[src/design/wams_pkg.sv]
// Shared types and constants for the weekday alarm match and snooze block.
`default_nettype none

package wams_pkg;

   localparam int ALARM_SLOTS_DEFAULT = 8;
   localparam int COUNT_W = 4;
   localparam int MINS_PER_HOUR = 60;
   localparam int HOURS_PER_DAY = 24;
   localparam logic [5:0] SNOOZE_RESET = 6'd5;

   typedef enum logic [1:0] {
      FUNC_TICK    = 2'd0,
      FUNC_SNOOZE  = 2'd1,
      FUNC_DISMISS = 2'd2,
      FUNC_WRITE   = 2'd3
   } func_type;

   typedef struct packed {
      func_type   func;
      logic [4:0] hour;
      logic [5:0] minute;
      logic [2:0] weekday;
      logic [2:0] entry_index;
      logic [6:0] day_mask;
      logic       enable;
   } req_type;

   typedef struct packed {
      logic               alarm_active;
      logic [2:0]         active_index;
      logic               snooze_pending;
      logic [COUNT_W-1:0] entries_in_use;
      logic               status;
   } rsp_type;

   typedef struct packed {
      logic [4:0] hour;
      logic [5:0] minute;
      logic [6:0] mask;
      logic       on;
   } entry_type;

   typedef struct packed {
      logic load;
      logic snz_tick;
      logic snooze;
      logic dismiss;
      logic write;
      logic rd_en;
      logic fire;
      logic finish;
   } cmd_type;

   typedef struct packed {
      func_type           func;
      logic               ringing;
      logic               armed;
      logic               hit;
      logic [COUNT_W-1:0] count;
   } stat_type;

endpackage

`default_nettype wire

[src/design/wams_ctrl.sv]
// Controller state machine: request sequencing, table scan and response handshake.
`default_nettype none

module wams_ctrl #(
   parameter int IDX_W = 3
) (
   input  wire                      clock,
   input  wire                      reset,
   input  wire                      req_valid,
   output logic                     req_ready,
   output logic                     rsp_valid,
   input  wire                      rsp_ready,
   input  wire wams_pkg::stat_type  stat,
   output wams_pkg::cmd_type        cmd,
   output logic [IDX_W-1:0]         scan_addr
);
   import wams_pkg::*;

   typedef enum logic [2:0] {
      ST_IDLE,
      ST_EXEC,
      ST_READ,
      ST_CHECK,
      ST_FIN
   } state_type;

   state_type        state_ff, state_in;
   logic [IDX_W-1:0] scan_ff, scan_in;
   logic             rsp_valid_ff, rsp_valid_in;
   logic             out_free;
   logic             scan_last;

   assign out_free  = !rsp_valid_ff || rsp_ready;
   assign scan_last = (int'(scan_ff) + 1) >= int'(stat.count);
   assign req_ready = (state_ff == ST_IDLE);
   assign rsp_valid = rsp_valid_ff;
   assign scan_addr = scan_ff;

   always_comb begin
      state_in     = state_ff;
      scan_in      = scan_ff;
      rsp_valid_in = rsp_valid_ff && !rsp_ready;
      cmd          = '0;
      unique case (state_ff)
         ST_IDLE: begin
            if (req_valid) begin
               cmd.load = 1'b1;
               state_in = ST_EXEC;
            end
         end
         ST_EXEC: begin
            state_in = ST_FIN;
            unique case (stat.func)
               FUNC_TICK: begin
                  if (!stat.ringing) begin
                     if (stat.armed) begin
                        cmd.snz_tick = 1'b1;
                     end else if (stat.count != '0) begin
                        scan_in  = '0;
                        state_in = ST_READ;
                     end
                  end
               end
               FUNC_SNOOZE:  cmd.snooze  = 1'b1;
               FUNC_DISMISS: cmd.dismiss = 1'b1;
               FUNC_WRITE:   cmd.write   = 1'b1;
               default:      cmd.write   = 1'b0;
            endcase
         end
         ST_READ: begin
            cmd.rd_en = 1'b1;
            state_in  = ST_CHECK;
         end
         ST_CHECK: begin
            priority if (stat.hit) begin
               cmd.fire = 1'b1;
               state_in = ST_FIN;
            end else if (scan_last) begin
               state_in = ST_FIN;
            end else begin
               scan_in  = IDX_W'(scan_ff + 1'b1);
               state_in = ST_READ;
            end
         end
         ST_FIN: begin
            if (out_free) begin
               cmd.finish   = 1'b1;
               rsp_valid_in = 1'b1;
               state_in     = ST_IDLE;
            end
         end
         default: state_in = ST_IDLE;
      endcase
   end

   always_ff @(posedge clock) begin
      if (reset) begin
         state_ff     <= ST_IDLE;
         scan_ff      <= '0;
         rsp_valid_ff <= 1'b0;
      end else begin
         state_ff     <= state_in;
         scan_ff      <= scan_in;
         rsp_valid_ff <= rsp_valid_in;
      end
   end

endmodule

`default_nettype wire

[src/design/wams_dp.sv]
// Datapath: request register, alarm table, alarm state, snooze time and response register.
`default_nettype none

module wams_dp #(
   parameter int ALARM_SLOTS = wams_pkg::ALARM_SLOTS_DEFAULT,
   parameter int IDX_W = 3
) (
   input  wire                     clock,
   input  wire                     reset,
   input  wire wams_pkg::req_type  req_data,
   output wams_pkg::rsp_type       rsp_data,
   input  wire                     csr_we,
   input  wire [5:0]               csr_wdata,
   input  wire wams_pkg::cmd_type  cmd,
   input  wire [IDX_W-1:0]         scan_addr,
   output wams_pkg::stat_type      stat
);
   import wams_pkg::*;

   entry_type          table_mem [ALARM_SLOTS];
   entry_type          entry_rd_ff;
   req_type            req_ff;
   rsp_type            rsp_ff;

   logic               ringing_ff, ringing_in;
   logic [2:0]         fired_ff, fired_in;
   logic               lmv_ff, lmv_in;
   logic [4:0]         lmh_ff, lmh_in;
   logic [5:0]         lmm_ff, lmm_in;
   logic               armed_ff, armed_in;
   logic [4:0]         snz_h_ff, snz_h_in;
   logic [5:0]         snz_m_ff, snz_m_in;
   logic [COUNT_W-1:0] count_ff, count_in;
   logic [5:0]         snooze_min_ff;
   logic               rej_ff, rej_in;

   logic [COUNT_W-1:0] idx_ext;
   logic               wr_append;
   logic               wr_ok;
   logic [7:0]         mask8;
   logic               hit;
   logic [6:0]         min_sum;
   logic [5:0]         new_min;
   logic [1:0]         hour_carry;
   logic [5:0]         hour_sum;
   logic [4:0]         new_hour;
   logic [4:0]         base_h;
   logic [5:0]         base_m;

   assign idx_ext   = COUNT_W'(req_ff.entry_index);
   assign wr_append = (idx_ext == count_ff) && (int'(count_ff) < ALARM_SLOTS);
   assign wr_ok     = (idx_ext < count_ff) || wr_append;

   assign mask8 = {1'b0, entry_rd_ff.mask};
   assign hit   = entry_rd_ff.on
                  && (entry_rd_ff.hour == req_ff.hour)
                  && (entry_rd_ff.minute == req_ff.minute)
                  && mask8[req_ff.weekday]
                  && !(lmv_ff && (req_ff.hour == lmh_ff) && (req_ff.minute == lmm_ff));

   assign base_h  = lmv_ff ? lmh_ff : 5'd0;
   assign base_m  = lmv_ff ? lmm_ff : 6'd0;
   assign min_sum = 7'(base_m) + 7'(snooze_min_ff);

   always_comb begin
      priority if (int'(min_sum) >= 2 * MINS_PER_HOUR) begin
         new_min    = 6'(int'(min_sum) - 2 * MINS_PER_HOUR);
         hour_carry = 2'd2;
      end else if (int'(min_sum) >= MINS_PER_HOUR) begin
         new_min    = 6'(int'(min_sum) - MINS_PER_HOUR);
         hour_carry = 2'd1;
      end else begin
         new_min    = 6'(min_sum);
         hour_carry = 2'd0;
      end
      hour_sum = 6'(base_h) + 6'(hour_carry);
      if (int'(hour_sum) >= HOURS_PER_DAY) begin
         new_hour = 5'(int'(hour_sum) - HOURS_PER_DAY);
      end else begin
         new_hour = 5'(hour_sum);
      end
   end

   always_comb begin
      ringing_in = ringing_ff;
      fired_in   = fired_ff;
      lmv_in     = lmv_ff;
      lmh_in     = lmh_ff;
      lmm_in     = lmm_ff;
      armed_in   = armed_ff;
      snz_h_in   = snz_h_ff;
      snz_m_in   = snz_m_ff;
      count_in   = count_ff;
      rej_in     = rej_ff;
      if (cmd.load) begin
         rej_in = 1'b0;
      end
      if (cmd.snz_tick && (req_ff.hour == snz_h_ff) && (req_ff.minute == snz_m_ff)) begin
         ringing_in = 1'b1;
         armed_in   = 1'b0;
      end
      if (cmd.fire) begin
         ringing_in = 1'b1;
         lmv_in     = 1'b1;
         lmh_in     = req_ff.hour;
         lmm_in     = req_ff.minute;
         fired_in   = 3'(scan_addr);
      end
      if (cmd.snooze && ringing_ff) begin
         ringing_in = 1'b0;
         armed_in   = 1'b1;
         snz_h_in   = new_hour;
         snz_m_in   = new_min;
      end
      if (cmd.dismiss) begin
         ringing_in = 1'b0;
         armed_in   = 1'b0;
      end
      if (cmd.write) begin
         rej_in = !wr_ok;
         if (wr_append) begin
            count_in = COUNT_W'(count_ff + 1'b1);
         end
      end
   end

   always_ff @(posedge clock) begin
      if (reset) begin
         ringing_ff    <= 1'b0;
         fired_ff      <= '0;
         lmv_ff        <= 1'b0;
         lmh_ff        <= '0;
         lmm_ff        <= '0;
         armed_ff      <= 1'b0;
         snz_h_ff      <= '0;
         snz_m_ff      <= '0;
         count_ff      <= '0;
         rej_ff        <= 1'b0;
         snooze_min_ff <= SNOOZE_RESET;
      end else begin
         ringing_ff <= ringing_in;
         fired_ff   <= fired_in;
         lmv_ff     <= lmv_in;
         lmh_ff     <= lmh_in;
         lmm_ff     <= lmm_in;
         armed_ff   <= armed_in;
         snz_h_ff   <= snz_h_in;
         snz_m_ff   <= snz_m_in;
         count_ff   <= count_in;
         rej_ff     <= rej_in;
         if (csr_we) begin
            snooze_min_ff <= csr_wdata;
         end
      end
   end

   always_ff @(posedge clock) begin
      if (cmd.load) begin
         req_ff <= req_data;
      end
      if (cmd.write && wr_ok) begin
         table_mem[IDX_W'(req_ff.entry_index)] <= '{hour:   req_ff.hour,
                                                   minute: req_ff.minute,
                                                   mask:   req_ff.day_mask,
                                                   on:     req_ff.enable};
      end
      if (cmd.rd_en) begin
         entry_rd_ff <= table_mem[scan_addr];
      end
      if (cmd.finish) begin
         rsp_ff.alarm_active   <= ringing_ff;
         rsp_ff.active_index   <= fired_ff;
         rsp_ff.snooze_pending <= armed_ff;
         rsp_ff.entries_in_use <= count_ff;
         rsp_ff.status         <= rej_ff;
      end
   end

   assign rsp_data     = rsp_ff;
   assign stat.func    = req_ff.func;
   assign stat.ringing = ringing_ff;
   assign stat.armed   = armed_ff;
   assign stat.hit     = hit;
   assign stat.count   = count_ff;

endmodule

`default_nettype wire

[src/design/weekday_alarm_match_snooze_core.sv]
// Top level of the weekday alarm match and snooze block.
// Requests arrive on req_valid/req_ready with a req_type payload: a minute tick,
// a snooze, a dismiss or a write of one alarm table entry. Each accepted request
// yields exactly one response on rsp_valid/rsp_ready that shows the alarm state
// after the request and whether a table write was rejected.
// A snooze, dismiss, write or ignored tick passes through the execute and finish
// states only. A tick that scans the table reads one entry from the table memory
// and checks it in the next cycle, visiting entries up to the first match (at most
// the entries in use). A new request can be accepted once the previous response is
// loaded into the output register, even while that response waits. When the
// receiver stalls, the response is held and the next request stops before its
// result is written, until the output register is free.
// The user must write the snooze length through csr_we/csr_wdata only while the
// block is idle; the block itself does not enforce this.
// Synchronous reset empties the table, clears the alarm and snooze state and
// sets the snooze length to five minutes; no clearing pass is needed.
`default_nettype none

module weekday_alarm_match_snooze_core #(
   parameter int ALARM_SLOTS = wams_pkg::ALARM_SLOTS_DEFAULT
) (
   input  wire                     clock,
   input  wire                     reset,
   input  wire                     req_valid,
   output logic                    req_ready,
   input  wire wams_pkg::req_type  req_data,
   output logic                    rsp_valid,
   input  wire                     rsp_ready,
   output wams_pkg::rsp_type       rsp_data,
   input  wire                     csr_we,
   input  wire [5:0]               csr_wdata
);
   import wams_pkg::*;

   localparam int IDX_W = (ALARM_SLOTS > 1) ? $clog2(ALARM_SLOTS) : 1;

   cmd_type          cmd;
   stat_type         stat;
   logic [IDX_W-1:0] scan_addr;

   wams_ctrl #(
      .IDX_W       (IDX_W)
   ) u_ctrl (
      .clock     (clock),
      .reset     (reset),
      .req_valid (req_valid),
      .req_ready (req_ready),
      .rsp_valid (rsp_valid),
      .rsp_ready (rsp_ready),
      .stat      (stat),
      .cmd       (cmd),
      .scan_addr (scan_addr)
   );

   wams_dp #(
      .ALARM_SLOTS (ALARM_SLOTS),
      .IDX_W       (IDX_W)
   ) u_dp (
      .clock     (clock),
      .reset     (reset),
      .req_data  (req_data),
      .rsp_data  (rsp_data),
      .csr_we    (csr_we),
      .csr_wdata (csr_wdata),
      .cmd       (cmd),
      .scan_addr (scan_addr),
      .stat      (stat)
   );

endmodule

`default_nettype wire

[config.mk]
export PLATFORM = sky130hd
export DESIGN_NAME = weekday_alarm_match_snooze_core
export DESIGN_NICKNAME = d
export VERILOG_FILES = /design/src/design/wams_pkg.sv /design/src/design/wams_ctrl.sv /design/src/design/wams_dp.sv /design/src/design/weekday_alarm_match_snooze_core.sv
export SDC_FILE = /design/constraint.sdc
export NUM_CORES = 1
export LEC_CHECK = 0
export BUFFER_PORTS_ARGS = -buffer_cell sky130_fd_sc_hd__clkbuf_2
export CORE_MARGIN = 2
export CORE_UTILIZATION = 52
export DETAILED_ROUTE_END_ITERATION = 16
export PLACE_DENSITY = 0.69
export REMOVE_ABC_BUFFERS = 1
export SYNTH_ARGS = -nofsm -noshare
export SYNTH_HDL_FRONTEND = slang
export SYNTH_SLANG_ARGS = --single-unit
export TNS_END_PERCENT = 30
[constraint.sdc]
create_clock -name clock -period 4.95 [get_ports clock]
set_clock_uncertainty 0.15 [all_clocks]
set_input_delay 0.99 -clock clock [delete_from_list [all_inputs] [get_ports clock]]
set_output_delay 0.99 -clock clock [all_outputs]
set_load 0.02 [all_outputs]
==> qor.yml, run 1 <==
status:
  status: "finished, final reports clean"
critical_path:
  worstSetupEndpointType: "flop"
  timing.critical_path.required_ns: 5.24
  critPathLaunchType: "flop"
  arrival_ns: 4.83
  crit_fanout: 13
  critical_path_class: "reg2reg"
sta:
  min_period_ns: 4.540
  tightestPinTransition_ns: 0.9549
  rsz0062_at_grt: "no"
  setup_tns_ns: 0
  relSlewSlack: 0.3634
  report.final.hold_viol_count: 0
  final_max_slew_viol_count: 0
  fmax_mhz: 220.3
  holdWs_ns: 0.2821
  fin_crit_sh: 0.9171
  setup_viol_count_final: 0
floorplan:
  coreArea_um2: 19650
  start_util: 0.5335
  io_pins: 50
  die_h_um: 146
  die_width_um: 146
  die_area_um2: 21320
  rows: 51
clock_network:
  clk_pin_slew_worst_paths_ns: 0.06
  postCtsSetupBuffers: 0
  insertion_delay_ns: 0.53
  clock_tree.buffer_depth: 3
  cts_tree: "built"
  htreeDepth: 1
  cts_sinks: 254
  cts_root_buffer: "clkbuf_16"
  cts_buffers: 27
global_routing:
  grt-ovfl-total: 0
  grt_pass1_wl_um: 32240
  grt_max_degree: 46
  antenna_found_initial: 0
  grt_use_total: 0.1950
  grt_pass1_vias: 5895
pwr:
  p_per_area_nw_per_um2: 382.9
  peakVddDrop_v: 0.0002760
  p_leak_nw: 4.193
place:
  place_area_um2: 11070
  dp_hpwl_um: 12180
  io_buffers: 49
  gp_congestion: 0.8454
logic_synthesis:
  syn_area_um2: 10490
  syn_avg_cell_area_um2: 16.23
  synth_cell_types: 58
  synthCells: 646
  synth_top_area_cell: "edfxtp_1"
  ys_seq_area_frac: 0.6835
  ys.flop_type: "edfxtp_1"
  ys_top_cells_by_area: "edfxtp_1 60%, dfxtp_1 8.8%, mux4_2 8.4%"
  async_reset_ff_frac: 0
  synth_edf_count: 208
  synth.top_cell.area_share: 0.5957
  ys_seq_elements: 254
  yosysWarnings: 0
drt:
  via_count: 5604
  wirelength_um: 20550
  drc: 0
  wl_per_cell_um: 20.57
  vias_per_cell: 5.610
  drt_iter0_drc: 383
  antenna_left: 0
  dr.pass1.iters: 4
layout:
  multiInputGateArea_um2: 3156
  ff_latch_area_um2: 7169
  final_cell_area_um2: 12000
  fin_nets: 774
  fillers: 1504
  drive_gt1_frac: 0.2439
  layout_common_cells: "208 x edfxtp_1, 50 x nor2_1, 49 x clkbuf_2, 44 x dfxtp_1, 39 x mux4_2"
  area_growth_pct: 14.46
  diodes: 0
  layout_commonest_cell: "edfxtp_1"
job:
  max_cap_viol_count: 0
hold_path:
  min_path_type: "reg2reg"
critical path, cell delays in order, from the launching register on:
cell	delay (ns)
dfxtp_2	0.46
and2_1	0.17
ha_1	0.16
inv_1	0.05
fa_1	0.40
nand2b_1	0.18
o2bb2ai_1	0.14
xor2_1	0.19
inv_2	0.11
ha_1	0.21
and2_1	0.24
a31oi_1	0.10
o21ai_1	0.22
and2_1	0.21
ha_1	0.18
inv_1	0.06
fa_1	0.43
a21boi_0	0.25
xnor2_1	0.15
nand2_1	0.08
o31ai_1	0.07
nand3_1	0.10
a21oi_1	0.15
through the flow:
step | utilization | power [mW] | std cells | setup WS, ns
after floorplan | - | 2.501 | 622 | 0.8681
after global placement | 0.5634 | 2.562 | 949 | 0.5142
after detailed placement | 0.5634 | 2.571 | 949 | 0.2190
after CTS | 0.6106 | 4.633 | 999 | 0.1830
after global routing | 0.6106 | 4.730 | 999 | 0.01684
final | 0.6106 | 4.595 | 999 | 0.4102
flip-flops by register name, indices dropped and copies added, names as in the netlist:
register,cells
u_dp.count_ff,4
u_dp.stat,2
u_ctrl.rsp_valid,1
u_dp.entry_rd_ff,19
u_dp.armed_ff,1
u_ctrl.state_ff,3
u_dp.fired_ff,3
u_dp.snz_m_ff,6
u_dp.lmv_ff,1
u_dp.snz_h_ff,5
u_dp.ringing_ff,1
u_dp.idx_ext,3
u_dp.table_mem,152
u_dp.lmm_ff,6
u_dp.rej_ff,1
u_dp.rsp_data,10
u_ctrl.scan_addr,3
u_dp.lmh_ff,5
u_dp.snooze_min_ff,6
u_dp.req_ff,22
per-layer routing:
metal	vias to the layer above	share of wire	track usage
met3	35	0.040	0.02853
li1	2602	-	-
met4	0	0.021	0.05146
met5	-	0	0
met2	116	0.51	0.3441
met1	2851	0.42	0.2555
path summary, 6_finish.rpt:
check	to	slack, ns	cells past startpoint	startpoint
worst max-delay path	u_dp.snz_h_ff[3]$_SDFFE_PP0P_	0.41	22	u_dp.lmv_ff$_SDFFE_PP0P_
worst min-delay path	u_dp.rsp_data[6]$_DFFE_PP_	0.28	0	u_dp.fired_ff[0]$_SDFFE_PP0P_
worst max register to register	u_dp.snz_h_ff[3]$_SDFFE_PP0P_	0.41	22	u_dp.lmv_ff$_SDFFE_PP0P_
worst min register to register	u_dp.rsp_data[6]$_DFFE_PP_	0.28	0	u_dp.fired_ff[0]$_SDFFE_PP0P_
cells in the mapped netlist (17+ instances only):
cell	n
nor2_1	50
dfxtp_1	46
nand2_1	27
xor2_1	19
ha_1	21
mux4_2	39
a21oi_1	17
mux2i_1	22
mux2_2	19
inv_1	19
xnor2_1	25
edfxtp_1	208
report_power, final:
part / internal [mW] / switching, mW / total, mW
clock: 1.26 / 0.814 / 2.07
sequential: 2.35 / 0.0509 / 2.40
combinational: 0.0504 / 0.0727 / 0.123
total: 3.66 / 0.937 / 4.60
kinds of logic after synthesis:
family,count (synthesis),share of synthesized area
DFF,254,0.6835
and+or+nand+nor,141,0.06933
muxes,81,0.1263
AOI/OAI and AO/OA,59,0.03831
xor gates and xnor gates,44,0.03675
buffers and inverters,44,0.01695
adders and majority gates,23,0.02888
cell type report:
class                      count  area share
clock buffer                  32     0.06036
clock inverter                18     0.01689
inverter                      20    0.006255
multi-input combinational    348      0.2629
sequential                   254      0.5974
tap                          265     0.02763
timing repair buffer          62     0.02857
timing repair:
action	in CTS	in global routing
resized for setup	0	2
hold buffers	0	0
endpoints found under the setup margin	0	1
No activity file was read; power rests on OpenSTA's default activity.
==> run 2: changes to the inputs <==
--- a/config.mk
+++ b/config.mk
@@ -10,7 +10,6 @@
 export CORE_UTILIZATION = 52
 export DETAILED_ROUTE_END_ITERATION = 16
 export PLACE_DENSITY = 0.69
-export REMOVE_ABC_BUFFERS = 1
 export SYNTH_ARGS = -nofsm -noshare
 export SYNTH_HDL_FRONTEND = slang
 export SYNTH_SLANG_ARGS = --single-unit
==> run 2 against run 1 <==
  * Core utilization grew 0.16 points
  * Largest cell class unchanged
  * Sequential cell count is the same
  * Combinational power is essentially flat
  * Setup slack gained 0.058 ns
  * Die area is the same
  * Count of clock-buffer cells in the layout grew 4
  * Highest routed layer unchanged
  * Critical path depth is the same
  * Non-clock buffer count grew 1
  * Cell area grew 0.26%
  * Largest power group unchanged
==> qor.yml, run 2 (synthesized netlist as in run 1, its figures left out) <==
sta:
  min_period_ns: 4.481  # -0.05832 ns
  final_max_slew_viol_count: 0  # unchanged
  tightestPinTransition_ns: 0.9580  # +0.003076 ns
  relSlewSlack: 0.3613  # -0.002051
  setup_viol_count_final: 0  # unchanged
  rsz0062_at_grt: "no"
  fmax_mhz: 223.1  # +1.3%
  fin_crit_sh: 0.9053  # -0.01178
  report.final.hold_viol_count: 0  # unchanged
  setup_tns_ns: 0  # unchanged
critical_path:
  arrival_ns: 4.76  # -0.07 ns
  crit_chain: "and2_1 -> ha_1 -> inv_1 -> fa_1 -> nand2b_1 -> o2bb2ai_1 -> xor2_1 -> inv_2 -> ha_1 -> and2_1 -> a31oi_1 -> o21ai_0 -> and2_1 -> ha_1 -> inv_1 -> fa_1 -> a21boi_1 -> xnor2_1 -> nand2_1 -> o31ai_1 -> nand3_1 -> a21oi_1"
  critPathSlowestCell: "dfxtp_2"
  r2r_setup_slack_ns: 0.47  # +0.06 ns
  slowest_delay_ns: 0.43  # -0.03 ns
  cp_top_family: "adder cells"
  critical_path_class: "reg2reg"
  crit_fanout: 13  # unchanged
  critPathLaunchType: "flop"
  timing.rr.start: "u_dp.lmv_ff$_SDFFE_PP0P_"
  crit_start: "u_dp.lmv_ff$_SDFFE_PP0P_"
  worstSetupEndpointType: "flop"
  cp_num_cells: 22  # unchanged
  cp.buffers_inverters: 3  # unchanged
  r2r_cells: 22  # unchanged
  timing.critical_path.required_ns: 5.23  # about the same
  worst_r2r_endpoint: "u_dp.snz_h_ff[3]$_SDFFE_PP0P_"
pwr:
  p_leak_nw: 4.218  # +0.59%
  p_comb_frac: 0.027  # about the same
  p_clk_frac: 0.456  # +0.006
  p_per_area_nw_per_um2: 385.5  # +0.69%
  p_sw_uw: 911.3  # -2.8%
  peakVddDrop_v: 0.0002602  # -5.7%
  internal-power_mw: 3.728  # +1.9%
  power_frac_seq: 0.518  # -0.005
  swShare: 0.1964  # -0.007585
clock_network:
  cts_sinks: 254  # unchanged
  cts_tree: "built"
  cts_root_buffer: "clkbuf_16"
  insertion_delay_ns: 0.53  # about the same
  htreeDepth: 1  # unchanged
  cts_buffers: 27  # unchanged
  clk_pin_slew_worst_paths_ns: 0.06  # about the same
  postCtsHoldBufs: 0  # unchanged
  clock_tree.buffer_depth: 3  # unchanged
floorplan:
  io_pins: 50  # unchanged
  coreArea_um2: 19650  # unchanged
  die_h_um: 146  # unchanged
  die_area_um2: 21320  # unchanged
  start_util: 0.5335  # unchanged
  rows: 51  # unchanged
  die_width_um: 146  # unchanged
global_routing:
  grt-ovfl-total: 0  # unchanged
  grt_pass1_wl_um: 32310  # +0.19%
  grt_use_total: 0.1936  # -0.001446
  antenna_found_initial: 0  # unchanged
  grt_pass1_vias: 5942  # +0.80%
  grt_max_degree: 46  # unchanged
drt:
  dr.pass1.iters: 4  # unchanged
  antenna_left: 0  # unchanged
  wl_per_cell_um: 20.03  # -2.6%
  drt_iter0_drc: 430  # +12%
  drc: 0  # unchanged
  vias_per_cell: 5.604  # -0.10%
  via_count: 5604  # unchanged
  wirelength_um: 20030  # -2.5%
hold_path:
  hp-start: "u_dp.fired_ff[2]$_SDFFE_PP0P_"
  hold_depth: 0  # unchanged
  min_to: "u_dp.rsp_data[8]$_DFFE_PP_"
  min_path_type: "reg2reg"
layout:
  stdcell_count: 1000  # +0.10%
  largest_register_ffs: 152  # unchanged
  layout_commonest_cell: "edfxtp_1"
  fin_nets: 775  # +0.13%
  post-route-util: 0.6122  # +0.001592
  reg_top3: "u_dp.table_mem x152, u_dp.req_ff x22, u_dp.entry_rd_ff x19"
  regMostFlops: "u_dp.table_mem"
  area_growth_pct: 14.76
  diodes: 0  # unchanged
  layout_common_cells: "208 x edfxtp_1, 50 x nor2_1, 50 x clkbuf_2, 44 x dfxtp_1, 39 x mux4_2"
  drive_gt1_frac: 0.2422  # -0.001692
status:
  status: "finished, final reports clean"
logic_synthesis:
  synth_fp_nets: 707
place:
  dp_hpwl_um: 12000  # -1.5%
  placed_cells: 950  # +0.11%
  gp_congestion: 0.8338  # -1.4%
  io_buffers: 49  # unchanged
job:
  max_cap_viol_count: 0  # unchanged
run 2: changes by cell type in the layout (fill, tap and decap cells not counted), sizes merged:
cell / before / now
buf: 13 / 14
clkinv: 9 / 7
bufinv: 4 / 5
clkinvlp: 3 / 0
clkbuf: 81 / 85
run 2: layout make-up:
class                   instances  area [um^2]
clock inverters                14        200.2
flip-flops and latches        254         7169
well taps                     265        331.6
inverters                      20        75.07
clock buffers                  36        750.7
repair buffers                 63        350.3
multi-input cells             348         3156
fillers                      1436         7621
run 2: worst max path at each step:
| stage | slack [ns] | end |
|---|---|---|
| 2_1_floorplan | 0.76 | u_dp.snz_h_ff[3]$_SDFFE_PP0P_ |
| 3_3_place_gp | 0.59 | u_dp.snz_h_ff[3]$_SDFFE_PP0P_ |
| 3_5_place_dp | 0.29 | u_dp.snz_h_ff[3]$_SDFFE_PP0P_ |
| 4_1_cts | 0.29 | u_dp.snz_h_ff[3]$_SDFFE_PP0P_ |
| 5_1_grt | 0.1 | u_dp.snz_h_ff[3]$_SDFFE_PP0P_ |
| 6_report | 0.47 | u_dp.snz_h_ff[3]$_SDFFE_PP0P_ |
run 2: power by group through the flow:
stage	combinational [mW]	sequential (mW)	clock, mW
global placement	0.121	2.44	0
CTS	0.126	2.40	2.15
floorplan	0.0746	2.43	0
finish	0.125	2.40	2.11
global route	0.139	2.41	2.24
detailed placement	0.125	2.45	0
run 2: timing repair:
| item | 4_1_cts | 5_1_grt |
|---|---|---|
| setup buffers | 0 | 0 |
| setup endpoints to repair | 0 | 1 |
| gates resized for setup | 0 | 2 |
run 2: per-layer routing:
metal | wire length (um) | up-vias | part of all wire | GRT usage
li1 | - | 2613 | - | -
met1 | 8815 | 2832 | 0.44 | 0.2682
met2 | 9936 | 142 | 0.50 | 0.3267
met3 | 1086 | 17 | 0.054 | 0.03323
met4 | 195 | 0 | 0.0097 | 0.04175
met5 | 0 | - | 0 | 0
run 2: through the flow:
| stage | setup slack, ns | cell area (um^2) | power [mW] | hold WS (ns) |
|---|---|---|---|---|
| floorplan | 0.7580 | 10490 | 2.506 | 0.2580 |
| global placement | 0.5867 | 11080 | 2.563 | 0.2684 |
| detailed placement | 0.2874 | 11080 | 2.570 | 0.2760 |
| CTS | 0.2948 | 12030 | 4.676 | 0.2896 |
| global route | 0.09735 | 12030 | 4.788 | 0.3070 |
| finish | 0.4685 | 12030 | 4.639 | 0.2876 |
